`src/sv/bswc_pkg.sv`:
```
package bswc_pkg;

  localparam int unsigned STACK_DEPTH = 32;
  localparam int unsigned DATA_WIDTH  = 32;

  localparam int unsigned ADDR_W  = $clog2(STACK_DEPTH);
  localparam int unsigned CNT_W   = $clog2(STACK_DEPTH + 1);
  localparam int unsigned OP_W    = 2;
  localparam int unsigned VALUE_W = 32;
  localparam int unsigned LEVEL_W = 6;
  localparam int unsigned ERR_W   = 2;

  localparam logic [OP_W-1:0] OP_PUSH  = 2'd0;
  localparam logic [OP_W-1:0] OP_POP   = 2'd1;
  localparam logic [OP_W-1:0] OP_COUNT = 2'd2;

  localparam logic [ERR_W-1:0] ERR_NONE      = 2'd0;
  localparam logic [ERR_W-1:0] ERR_UNDERFLOW = 2'd1;
  localparam logic [ERR_W-1:0] ERR_OVERFLOW  = 2'd2;

endpackage

```
`src/sv/bswc_ram.sv`:
```
module bswc_ram #(
  parameter int unsigned WIDTH = 32,
  parameter int unsigned DEPTH = 32
) (
  input  logic                     clk_i,
  input  logic                     we_i,
  input  logic [$clog2(DEPTH)-1:0] waddr_i,
  input  logic [WIDTH-1:0]         wdata_i,
  input  logic [$clog2(DEPTH)-1:0] raddr_i,
  output logic [WIDTH-1:0]         rdata_o
);

  logic [WIDTH-1:0] mem_q [DEPTH];

  always_ff @(posedge clk_i) begin
    if (we_i) begin
      mem_q[waddr_i] <= wdata_i;
    end
    rdata_o <= mem_q[raddr_i];
  end

endmodule

```
`src/sv/bounded_stack_with_count_core.sv`:
```
// LIFO stack with an entry count search.
// Input channel: in_valid_i / in_stall_o carry operation_i (push, pop, count)
// and value_i (data to push or key to count). Output channel: out_valid_o /
// out_stall_i carry one result per input transfer: top entry with its valid
// flag, depth, empty flag, match count and error code.
// Entries live in a single-port-write, registered-read RAM. The top entry is
// also held in a register, so push needs no read; pop reads the new top from
// the RAM, and a count request reads the stored entries one per cycle.
// After an input transfer, push, no-op and underflow go straight to S_OUT; pop
//   passes S_POP to load the new top (not when it empties the stack), count passes
//   S_SCAN over the stored entries (not on an empty stack); S_OUT loads the result.
// The next item is taken the cycle after its result enters the output register, as
// input stalls until then; the count scan over the RAM's one read port is longest.
// A push onto a full stack is dropped and flagged as overflow; a pop from an
// empty stack is flagged as underflow. Both leave the stack unchanged.
// Reset empties the stack and the output register; RAM contents are not
// cleared, since only entries below the depth are ever read.
// While the receiver stalls, the result holds on the outputs; one further
// item can be accepted and worked on, and its result waits until the
// output register frees up.
module bounded_stack_with_count_core
  import bswc_pkg::*;
(
  input  logic               clk_i,
  input  logic               rst_ni,
  input  logic               in_valid_i,
  output logic               in_stall_o,
  input  logic [OP_W-1:0]    operation_i,
  input  logic [VALUE_W-1:0] value_i,
  output logic               out_valid_o,
  input  logic               out_stall_i,
  output logic [VALUE_W-1:0] top_value_o,
  output logic               top_valid_o,
  output logic [LEVEL_W-1:0] depth_now_o,
  output logic               is_empty_o,
  output logic [LEVEL_W-1:0] match_count_o,
  output logic [ERR_W-1:0]   error_code_o
);

  localparam logic [1:0] S_IDLE = 2'd0;
  localparam logic [1:0] S_POP  = 2'd1;
  localparam logic [1:0] S_SCAN = 2'd2;
  localparam logic [1:0] S_OUT  = 2'd3;

  logic [1:0]            state_q, state_d;
  logic [CNT_W-1:0]      fill_q, fill_d;
  logic [CNT_W-1:0]      scan_q, scan_d;
  logic [CNT_W-1:0]      match_q, match_d;
  logic [ERR_W-1:0]      err_q, err_d;
  logic [DATA_WIDTH-1:0] top_q, top_d;
  logic [DATA_WIDTH-1:0] key_q, key_d;

  logic                  out_valid_q, out_valid_d;
  logic [VALUE_W-1:0]    top_value_q, top_value_d;
  logic                  top_valid_q, top_valid_d;
  logic [LEVEL_W-1:0]    depth_now_q, depth_now_d;
  logic                  is_empty_q, is_empty_d;
  logic [LEVEL_W-1:0]    match_count_q, match_count_d;
  logic [ERR_W-1:0]      error_code_q, error_code_d;

  logic                  in_xfer;
  logic                  out_free;
  logic [DATA_WIDTH-1:0] in_data;
  logic [CNT_W-1:0]      pop_ptr;
  logic                  ram_we;
  logic [ADDR_W-1:0]     ram_waddr;
  logic [ADDR_W-1:0]     ram_raddr;
  logic [DATA_WIDTH-1:0] ram_rdata;

  assign in_stall_o = (state_q != S_IDLE);
  assign in_xfer    = in_valid_i && !in_stall_o;
  assign out_free   = !out_valid_q || !out_stall_i;
  assign in_data    = DATA_WIDTH'(value_i);
  assign pop_ptr    = fill_q - CNT_W'(2);
  assign ram_waddr  = fill_q[ADDR_W-1:0];

  bswc_ram #(
    .WIDTH (DATA_WIDTH),
    .DEPTH (STACK_DEPTH)
  ) u_ram (
    .clk_i   (clk_i),
    .we_i    (ram_we),
    .waddr_i (ram_waddr),
    .wdata_i (in_data),
    .raddr_i (ram_raddr),
    .rdata_o (ram_rdata)
  );

  always_comb begin
    state_d   = state_q;
    fill_d    = fill_q;
    scan_d    = scan_q;
    match_d   = match_q;
    err_d     = err_q;
    top_d     = top_q;
    key_d     = key_q;
    ram_we    = 1'b0;
    ram_raddr = scan_q[ADDR_W-1:0];

    out_valid_d   = out_valid_q && out_stall_i;
    top_value_d   = top_value_q;
    top_valid_d   = top_valid_q;
    depth_now_d   = depth_now_q;
    is_empty_d    = is_empty_q;
    match_count_d = match_count_q;
    error_code_d  = error_code_q;

    unique case (state_q)
      S_IDLE: begin
        if (in_xfer) begin
          match_d = '0;
          err_d   = ERR_NONE;
          state_d = S_OUT;
          unique case (operation_i)
            OP_PUSH: begin
              if (fill_q == CNT_W'(STACK_DEPTH)) begin
                err_d = ERR_OVERFLOW;
              end else begin
                ram_we = 1'b1;
                top_d  = in_data;
                fill_d = fill_q + CNT_W'(1);
              end
            end
            OP_POP: begin
              if (fill_q == '0) begin
                err_d = ERR_UNDERFLOW;
              end else begin
                fill_d = fill_q - CNT_W'(1);
                // new top sits one below the old one
                if (fill_q != CNT_W'(1)) begin
                  ram_raddr = pop_ptr[ADDR_W-1:0];
                  state_d   = S_POP;
                end
              end
            end
            OP_COUNT: begin
              key_d = in_data;
              if (fill_q != '0) begin
                ram_raddr = '0;
                scan_d    = CNT_W'(1);
                state_d   = S_SCAN;
              end
            end
            default: begin
            end
          endcase
        end
      end
      S_POP: begin
        top_d   = ram_rdata;
        state_d = S_OUT;
      end
      S_SCAN: begin
        if (ram_rdata == key_q) begin
          match_d = match_q + CNT_W'(1);
        end
        if (scan_q == fill_q) begin
          state_d = S_OUT;
        end else begin
          ram_raddr = scan_q[ADDR_W-1:0];
          scan_d    = scan_q + CNT_W'(1);
        end
      end
      S_OUT: begin
        if (out_free) begin
          out_valid_d   = 1'b1;
          top_valid_d   = (fill_q != '0);
          top_value_d   = (fill_q != '0) ? VALUE_W'(top_q) : '0;
          depth_now_d   = LEVEL_W'(fill_q);
          is_empty_d    = (fill_q == '0);
          match_count_d = LEVEL_W'(match_q);
          error_code_d  = err_q;
          state_d       = S_IDLE;
        end
      end
    endcase
  end

  always_ff @(posedge clk_i or negedge rst_ni) begin
    if (!rst_ni) begin
      state_q     <= S_IDLE;
      fill_q      <= '0;
      out_valid_q <= 1'b0;
    end else begin
      state_q     <= state_d;
      fill_q      <= fill_d;
      out_valid_q <= out_valid_d;
    end
  end

  always_ff @(posedge clk_i) begin
    scan_q        <= scan_d;
    match_q       <= match_d;
    err_q         <= err_d;
    top_q         <= top_d;
    key_q         <= key_d;
    top_value_q   <= top_value_d;
    top_valid_q   <= top_valid_d;
    depth_now_q   <= depth_now_d;
    is_empty_q    <= is_empty_d;
    match_count_q <= match_count_d;
    error_code_q  <= error_code_d;
  end

  assign out_valid_o   = out_valid_q;
  assign top_value_o   = top_value_q;
  assign top_valid_o   = top_valid_q;
  assign depth_now_o   = depth_now_q;
  assign is_empty_o    = is_empty_q;
  assign match_count_o = match_count_q;
  assign error_code_o  = error_code_q;

endmodule

```
`config.mk`:
```
export PLATFORM = sky130hd
export DESIGN_NAME = bounded_stack_with_count_core
export DESIGN_NICKNAME = d
export VERILOG_FILES = /design/src/sv/bswc_pkg.sv /design/src/sv/bswc_ram.sv /design/src/sv/bounded_stack_with_count_core.sv
export SDC_FILE = /design/constraint.sdc
export NUM_CORES = 1
export LEC_CHECK = 0
export BUFFER_PORTS_ARGS = -buffer_cell sky130_fd_sc_hd__clkbuf_2
export CORE_ASPECT_RATIO = 1.4
export CORE_MARGIN = 4
export CORE_UTILIZATION = 30
export CTS_BUF_LIST = sky130_fd_sc_hd__clkbuf_4
export DETAILED_ROUTE_END_ITERATION = 16
export PLACE_DENSITY_LB_ADDON = 0.2
export SLEW_MARGIN = 10
export SYNTH_ARGS = -nofsm -noshare
export SYNTH_HDL_FRONTEND = slang
export SYNTH_HIERARCHICAL = 1
export SYNTH_SLANG_ARGS = --single-unit
export TNS_END_PERCENT = 20
```
`constraint.sdc`:
```
create_clock -name clk_i -period 4.5 [get_ports clk_i]
set_input_delay 0.225 -clock clk_i [delete_from_list [all_inputs] [get_ports clk_i]]
set_output_delay 0.225 -clock clk_i [all_outputs]
set_load 0.01 [all_outputs]
```
Yosys cells after proc, flatten, opt, wreduce, memory -nomap -nowiden
Memory sizes are Yosys's and may differ from the RTL's. A register that Yosys moved wholly into a read port is not among the register bits.
Index checks and enable logic that the tools add are counted.
{"block": "op_classes", "n_shift": 0, "n_addsub": 5, "reduce_logical": 22, "n_bitwise": 0, "n_lt_le_gt_ge": 0, "multipliers": 0, "eq_ne": 20, "div_mod_pow": 0, "n_mux": 40}
{"operator": "$mux W32", "n": 3}
{"operator": "$pmux W32 S2", "n": 1}
{"operator": "$mux W6", "n": 8}
{"operator": "$pmux W6 S2", "n": 3}
{"operator": "$eq A32 B32 Y1", "n": 1}
{"operator": "$mux W5", "n": 5}
{"operator": "$add A6 B1 Y6 const B", "n": 3}
{"operator": "$ne A2 B2 Y1 const B", "n": 9}
{"operator": "$mux W2", "n": 6}
{"operator": "$mux W1", "n": 10}
{"operator": "$pmux W5 S2", "n": 1}
{"operator": "$reduce_and A5 Y1", "n": 2}
{"operator": "$reduce_and A3 Y1", "n": 3}
{"operator": "$pmux W2 S2", "n": 2}
{"operator": "$pmux W2 S4", "n": 1}
{"operator": "$reduce_bool A2 Y1", "n": 4}
{"operator": "$eq A2 B2 Y1 const B", "n": 3}
{"operator": "$eq A6 B6 Y1", "n": 1}
{"operator": "$eq A6 B6 Y1 const B", "n": 1}
{"operator": "$logic_not A6 Y1", "n": 1}
{"operator": "$ne A6 B1 Y1 const B", "n": 1}
{"operator": "$reduce_bool A6 Y1", "n": 1}
{"operator": "$sub A6 B1 Y6 const B", "n": 1}
{"operator": "$sub A5 B2 Y5 const B", "n": 1}
{"operator": "other kinds (8)", "n": 15}
{"block": "word_totals", "romBits": 0, "memories": 1, "word_cells": 102, "inputBits": 38, "out_inout_bits": 50, "mem_bits_rw": 1024, "register_bits": 135, "latchBits": 0}
{"name": "u_ram.mem_q", "depth": 32, "word_bits": 32, "rd": 1, "rd_clocked_by_memory_dff": 1, "wr": 1, "line": "bswc_ram.sv:13", "rtl": "logic [WIDTH-1:0] mem_q [DEPTH];"}

Longest topological paths before layout
{"block": "depth", "word_depth": 7, "depth_mapped": 15, "depth_no_buf": 12}

By module
Netlist, hierarchy kept.
{"mod": "bswc_ram", "seq_area_each_um2": 31390.1, "instances": 1, "area_each_um2": 40492.6, "cells_each": 2260}
{"mod": "bounded_stack_with_count_core", "seq_area_each_um2": 4008.8, "instances": 1, "area_each_um2": 5874.4, "cells_each": 382}

Worst setup path after synthesis
Ideal clock, no wire load.
{"block": "synth_timing", "path_kind": "register to register", "start": "register state_q[0]", "end": "register depth_now_q[0] (netlist: depth_now_o[0]), enable pin", "arrival_ns": 4.082, "synth_period_minus_slack_ns": 4.608, "t_required_ns": 3.973, "path_buffers": 0, "slack_ns": -0.108, "path_stages_with_launch": 3, "setup_time_ns": 0.527, "cell_sequence": "dfrtp_1 > ha_1 > a21boi_0"}
{"block": "synth_via", "elab_chain_cells": 2}
{"item": "start, declared", "line": "bounded_stack_with_count_core.sv:45", "rtl": "logic [1:0] state_q, state_d;"}
{"item": "start signal, assigned", "line": "bounded_stack_with_count_core.sv:185", "rtl": "state_q <= state_d;"}
{"item": "$eq A2 B2 Y1", "line": "bounded_stack_with_count_core.sv:108", "rtl": "unique case (state_q)"}
{"item": "$reduce_and A2 Y1 (no line)"}
{"item": "end signal, assigned", "line": "bounded_stack_with_count_core.sv:199", "rtl": "depth_now_q <= depth_now_d;"}
{"item": "end, declared", "line": "bounded_stack_with_count_core.sv:56", "rtl": "logic [LEVEL_W-1:0] depth_now_q, depth_now_d;"}
Every way passes these cells.
A chain may end at the register's enable or synchronous reset.

Worst setup path after layout
{"block": "layout_timing", "start": "register fill_q[1]", "end": "register u_ram.rdata_o[20] (read register of u_ram.mem_q)"}
{"block": "layout_via", "elab_chain_cells": 6, "elab_cells_between_ends": 10, "cone_classes": "add/sub (1); eq/ne (1); mux (6); reduce/logical (2)"}
{"item": "start, declared", "line": "bounded_stack_with_count_core.sv:46", "rtl": "logic [CNT_W-1:0] fill_q, fill_d;"}
{"item": "start signal, assigned", "line": "bounded_stack_with_count_core.sv:186", "rtl": "fill_q <= fill_d;"}
{"item": "$sub A5 B2 Y5 or $ne A6 B1 Y1 (tied branches)", "line": "bounded_stack_with_count_core.sv:74, bounded_stack_with_count_core.sv:130"}
{"item": "$mux W5", "line": "bounded_stack_with_count_core.sv:130", "rtl": "if (fill_q != CNT_W'(1)) begin"}
{"item": "$mux W5", "line": "bounded_stack_with_count_core.sv:125", "rtl": "if (fill_q == '0) begin"}
{"item": "$pmux W5 S2 *", "line": "bounded_stack_with_count_core.sv:114", "rtl": "unique case (operation_i)"}
{"item": "$mux W5 *", "line": "bounded_stack_with_count_core.sv:110", "rtl": "if (in_xfer) begin"}
{"item": "$mux W5 *"}
{"item": "net ram_raddr[2]", "line": "bounded_stack_with_count_core.sv:67", "rtl": "logic [ADDR_W-1:0] ram_raddr;"}
{"item": "end, declared", "line": "bswc_ram.sv:10", "rtl": "output logic [WIDTH-1:0] rdata_o"}
Mark *: on every way through the listed nets, which the timed path passes. The rest lies on a longest branch.

==> impl_metrics.json <==
{
  "dp_hpwl_um": 73800,
  "fin_ws_ns": 0.354,
  "wl_per_cell_um": 24.8,
  "cp.required_ns": 5.52,
  "met2_usage_pct": 28.5,
  "peakVddDrop_mv": 0.386,
  "ioPinCount": 88,
  "leakagePower_uw": 0.0196,
  "cts_tree": "yes",
  "drv_cap": 0,
  "synth_area_sq_um": 46400,
  "htree_num_levels": 5,
  "grt_pass1_wl_um": 188000,
  "gr-usage-met1_pct": 19.3,
  "first_pass_iters": 8,
  "timing_max_transition_violations_final": 0,
  "die_w_um": 340,
  "finalHoldViolCount": 0,
  "gr-usage-met3_pct": 3.60,
  "core_region_area_sq_um": 154000,
  "outcome": "finished clean",
  "intPower_uw": 20400,
  "synthCells": 2642,
  "grt_usage_pct": 16.2,
  "final_common_cell": "edfxtp_1",
  "syn_avg_cell_area_sq_um": 17.5,
  "synth_seq_cells": 1191,
  "pwr-share-clk_pct": 29.7,
  "worst_pin_slew_ns": 0.881,
  "dr_total_vias": 25747,
  "layout-drive-gt1-share_pct": 22.2,
  "place_congestion": 0.771,
  "synth_edf_count": 1150,
  "pwr-share-seq_pct": 44.9,
  "hp-class": "in2reg",
  "rows": 170,
  "finClkSkew_ns": 0.0798,
  "grt_start_max_net_pins": 67,
  "cp.arrival_ns": 5.17,
  "cts.sinks": 1191,
  "p_comb_share_pct": 25.5,
  "detail-route-antenna-nets": 0,
  "dieArea_sq_um": 161000,
  "fin_crit_sh_pct": 92.1,
  "antenna_found_initial": 6,
  "die_h_um": 473,
  "async_reset_ff_share_pct": 0.756,
  "p_switching_uw": 9290,
  "yosysWarnings": 6,
  "final_cell_mix": "1,150 x edfxtp_1, 514 x mux2i_1, 419 x clkbuf_4",
  "p_per_area_nw_per_um2": 548,
  "setup.worst_path.start_class": "flop",
  "syn2layout_area_growth_pct": 16.9,
  "port_buffers": 87,
  "drt-vias-per-instance": 4.84,
  "cts.path.max_buffers": 4,
  "grt_pass1_vias": 26680,
  "seq_area_frac_synth_pct": 76.3,
  "finalSetupTns_ns": 0,
  "clk_root_buffer_cell": "clkbuf_4",
  "busiest_layer": "met2",
  "synth_cell_types": 47,
  "placedCellCount": 4766,
  "worstSkewPairLatency_ns": 1.21,
  "relSlewSlack_pct": 41.3,
  "rsz0062_at_grt": "false",
  "floorplan.initialDensity_pct": 30.2,
  "synth_ff_type": "edfxtp_1",
  "swShare_pct": 31.3,
  "overflow": 0,
  "hold_slack_ns": 0.209,
  "drt_iter0_markers": 1739,
  "path_clk_slew_ns": 0.07,
  "crit_type": "reg2reg",
  "cts_resized": 0,
  "fmax_mhz": 241,
  "drc": 0,
  "dpl_worst_slack_ns": 0.373,
  "crit_path_max_fanout": 25,
  "period_needed_ns": 4.15,
  "syn-num-nets": 2695,
  "instances_no_fill": 5318,
  "nNetsFinal": 3108,
  "setup_violations": 0,
  "wl_um": 132000,
  "critPathCaptureType": "flop",
  "cts_buffers": 296
}
-- cell families after synthesis --
logic type / Yosys count / share of synthesized area [%]
buf+inv: 151 / 1.88
simple gates: 371 / 3.80
xor+xnor: 54 / 1.02
compound gates: 312 / 4.63
flops: 1191 / 76.3
fa+ha+maj: 15 / 0.405
mux: 548 / 11.9
-- sequential cells by signal (all words and copies together) (netlist names), 2 cells and up --
signal and cells:
error_code_o 2, match_q 6, fill_q 6, top_q 32, u_ram/rdata_o 32, match_count_o 6, key_q 32, state_q 2
err_q 2, u_ram/mem_q 1024, top_value_o 32, scan_q 6, depth_now_o 6
-- area by class of cell --
| class | instances | area (sq um) |
|---|---|---|
| antenna | 11 | 27.5 |
| clock buffer | 419 | 3150 |
| multi-input combinational | 1300 | 10400 |
| clock inverter | 67 | 443 |
| timing repair buffer | 255 | 2170 |
| tap | 2064 | 2580 |
| fill | 14682 | 99400 |
| inverter | 11 | 41.3 |
| sequential | 1191 | 35400 |
-- timing repair --
item,CTS,global route
buffers inserted,0,0
hold buffers,55,0
endpoints found under the hold margin,1196,0
-- metal layers --
layer  wire length [um]  vias up
met2              67900      840
met3               6830      241
met5                 27        -
met4               4140        4
li1                   -    11393
met1              53200    13269
-- per-stage QoR --
stage | utilization [%] | total power [uW] | area [sq um]
3_5_place_dp | 32.6 | 21200 | 50000
3_3_place_gp | 32.6 | 21100 | 50000
6_report | 35.3 | 29700 | 54200
5_1_grt | 35.3 | 31200 | 54200
2_1_floorplan | - | 18300 | 46400
4_1_cts | 35.3 | 30200 | 54200
-- cells in the mapped netlist, types with 3 or more instances --
master	instances	area [sq um]
edfxtp_1	1150	34500
mux2i_1	514	5140
nand2_1	106	398
nand3_1	106	531
a21oi_1	103	515
a22oi_1	96	721
a22o_1	64	561
nor2_1	57	214
clkbuf_1	50	188
xor2_1	44	385
and2_1	36	225
buf_4	34	255
a31oi_1	33	206
nor3_1	33	165
dfxtp_1	32	641
mux2_2	32	360
buf_2	31	155
buf_6	16	180
ha_1	15	188
inv_1	11	41.3
xnor2_1	10	87.6
dfrtp_1	9	225
nor4_1	8	50.1
buf_1	6	22.5
nand4_1	6	37.5
nand3b_1	5	37.5
o2bb2ai_1	5	43.8
or3b_2	3	26.3
-- final timing paths --
path	cells after the start	startpoint	to	slack, ns
worst max-delay path	11	fill_q[1]	u_ram/rdata_o[20]	0.35
worst min-delay path	2	value_i[6]	u_ram/mem_q[25][6]	0.21
worst max register to register	11	fill_q[1]	u_ram/rdata_o[20]	0.35
worst min register to register	0	err_q[0]	error_code_o[0]	0.43
max in group asynchronous	4	rst_ni	fill_q[5]	3.55
min in group asynchronous	4	rst_ni	fill_q[0]	0.61
-- worst max-delay path: stages (launching register included) --
cell       delay [ns]
dfrtp_1          0.57
inv_1            0.20
ha_1             0.29
o211ai_1         0.21
nand4_1          0.30
o2bb2ai_1        0.65
nor2b_4          0.31
buf_4            0.44
a22o_1           0.20
nor3_1           0.06
a31oi_1          0.58
nand3_1          0.12
-- power groups by stage --
| stage | combinational [uW] | sequential (uW) | clock (uW) |
|---|---|---|---|
| 2_1_floorplan | 4750 | 13500 | 0 |
| 3_3_place_gp | 7520 | 13600 | 0 |
| 3_5_place_dp | 7560 | 13600 | 0 |
| 4_1_cts | 7660 | 13400 | 9160 |
| 5_1_grt | 8080 | 13400 | 9750 |
| 6_report | 7560 | 13300 | 8810 |
Note: power is estimated with default switching activity, not from simulation.
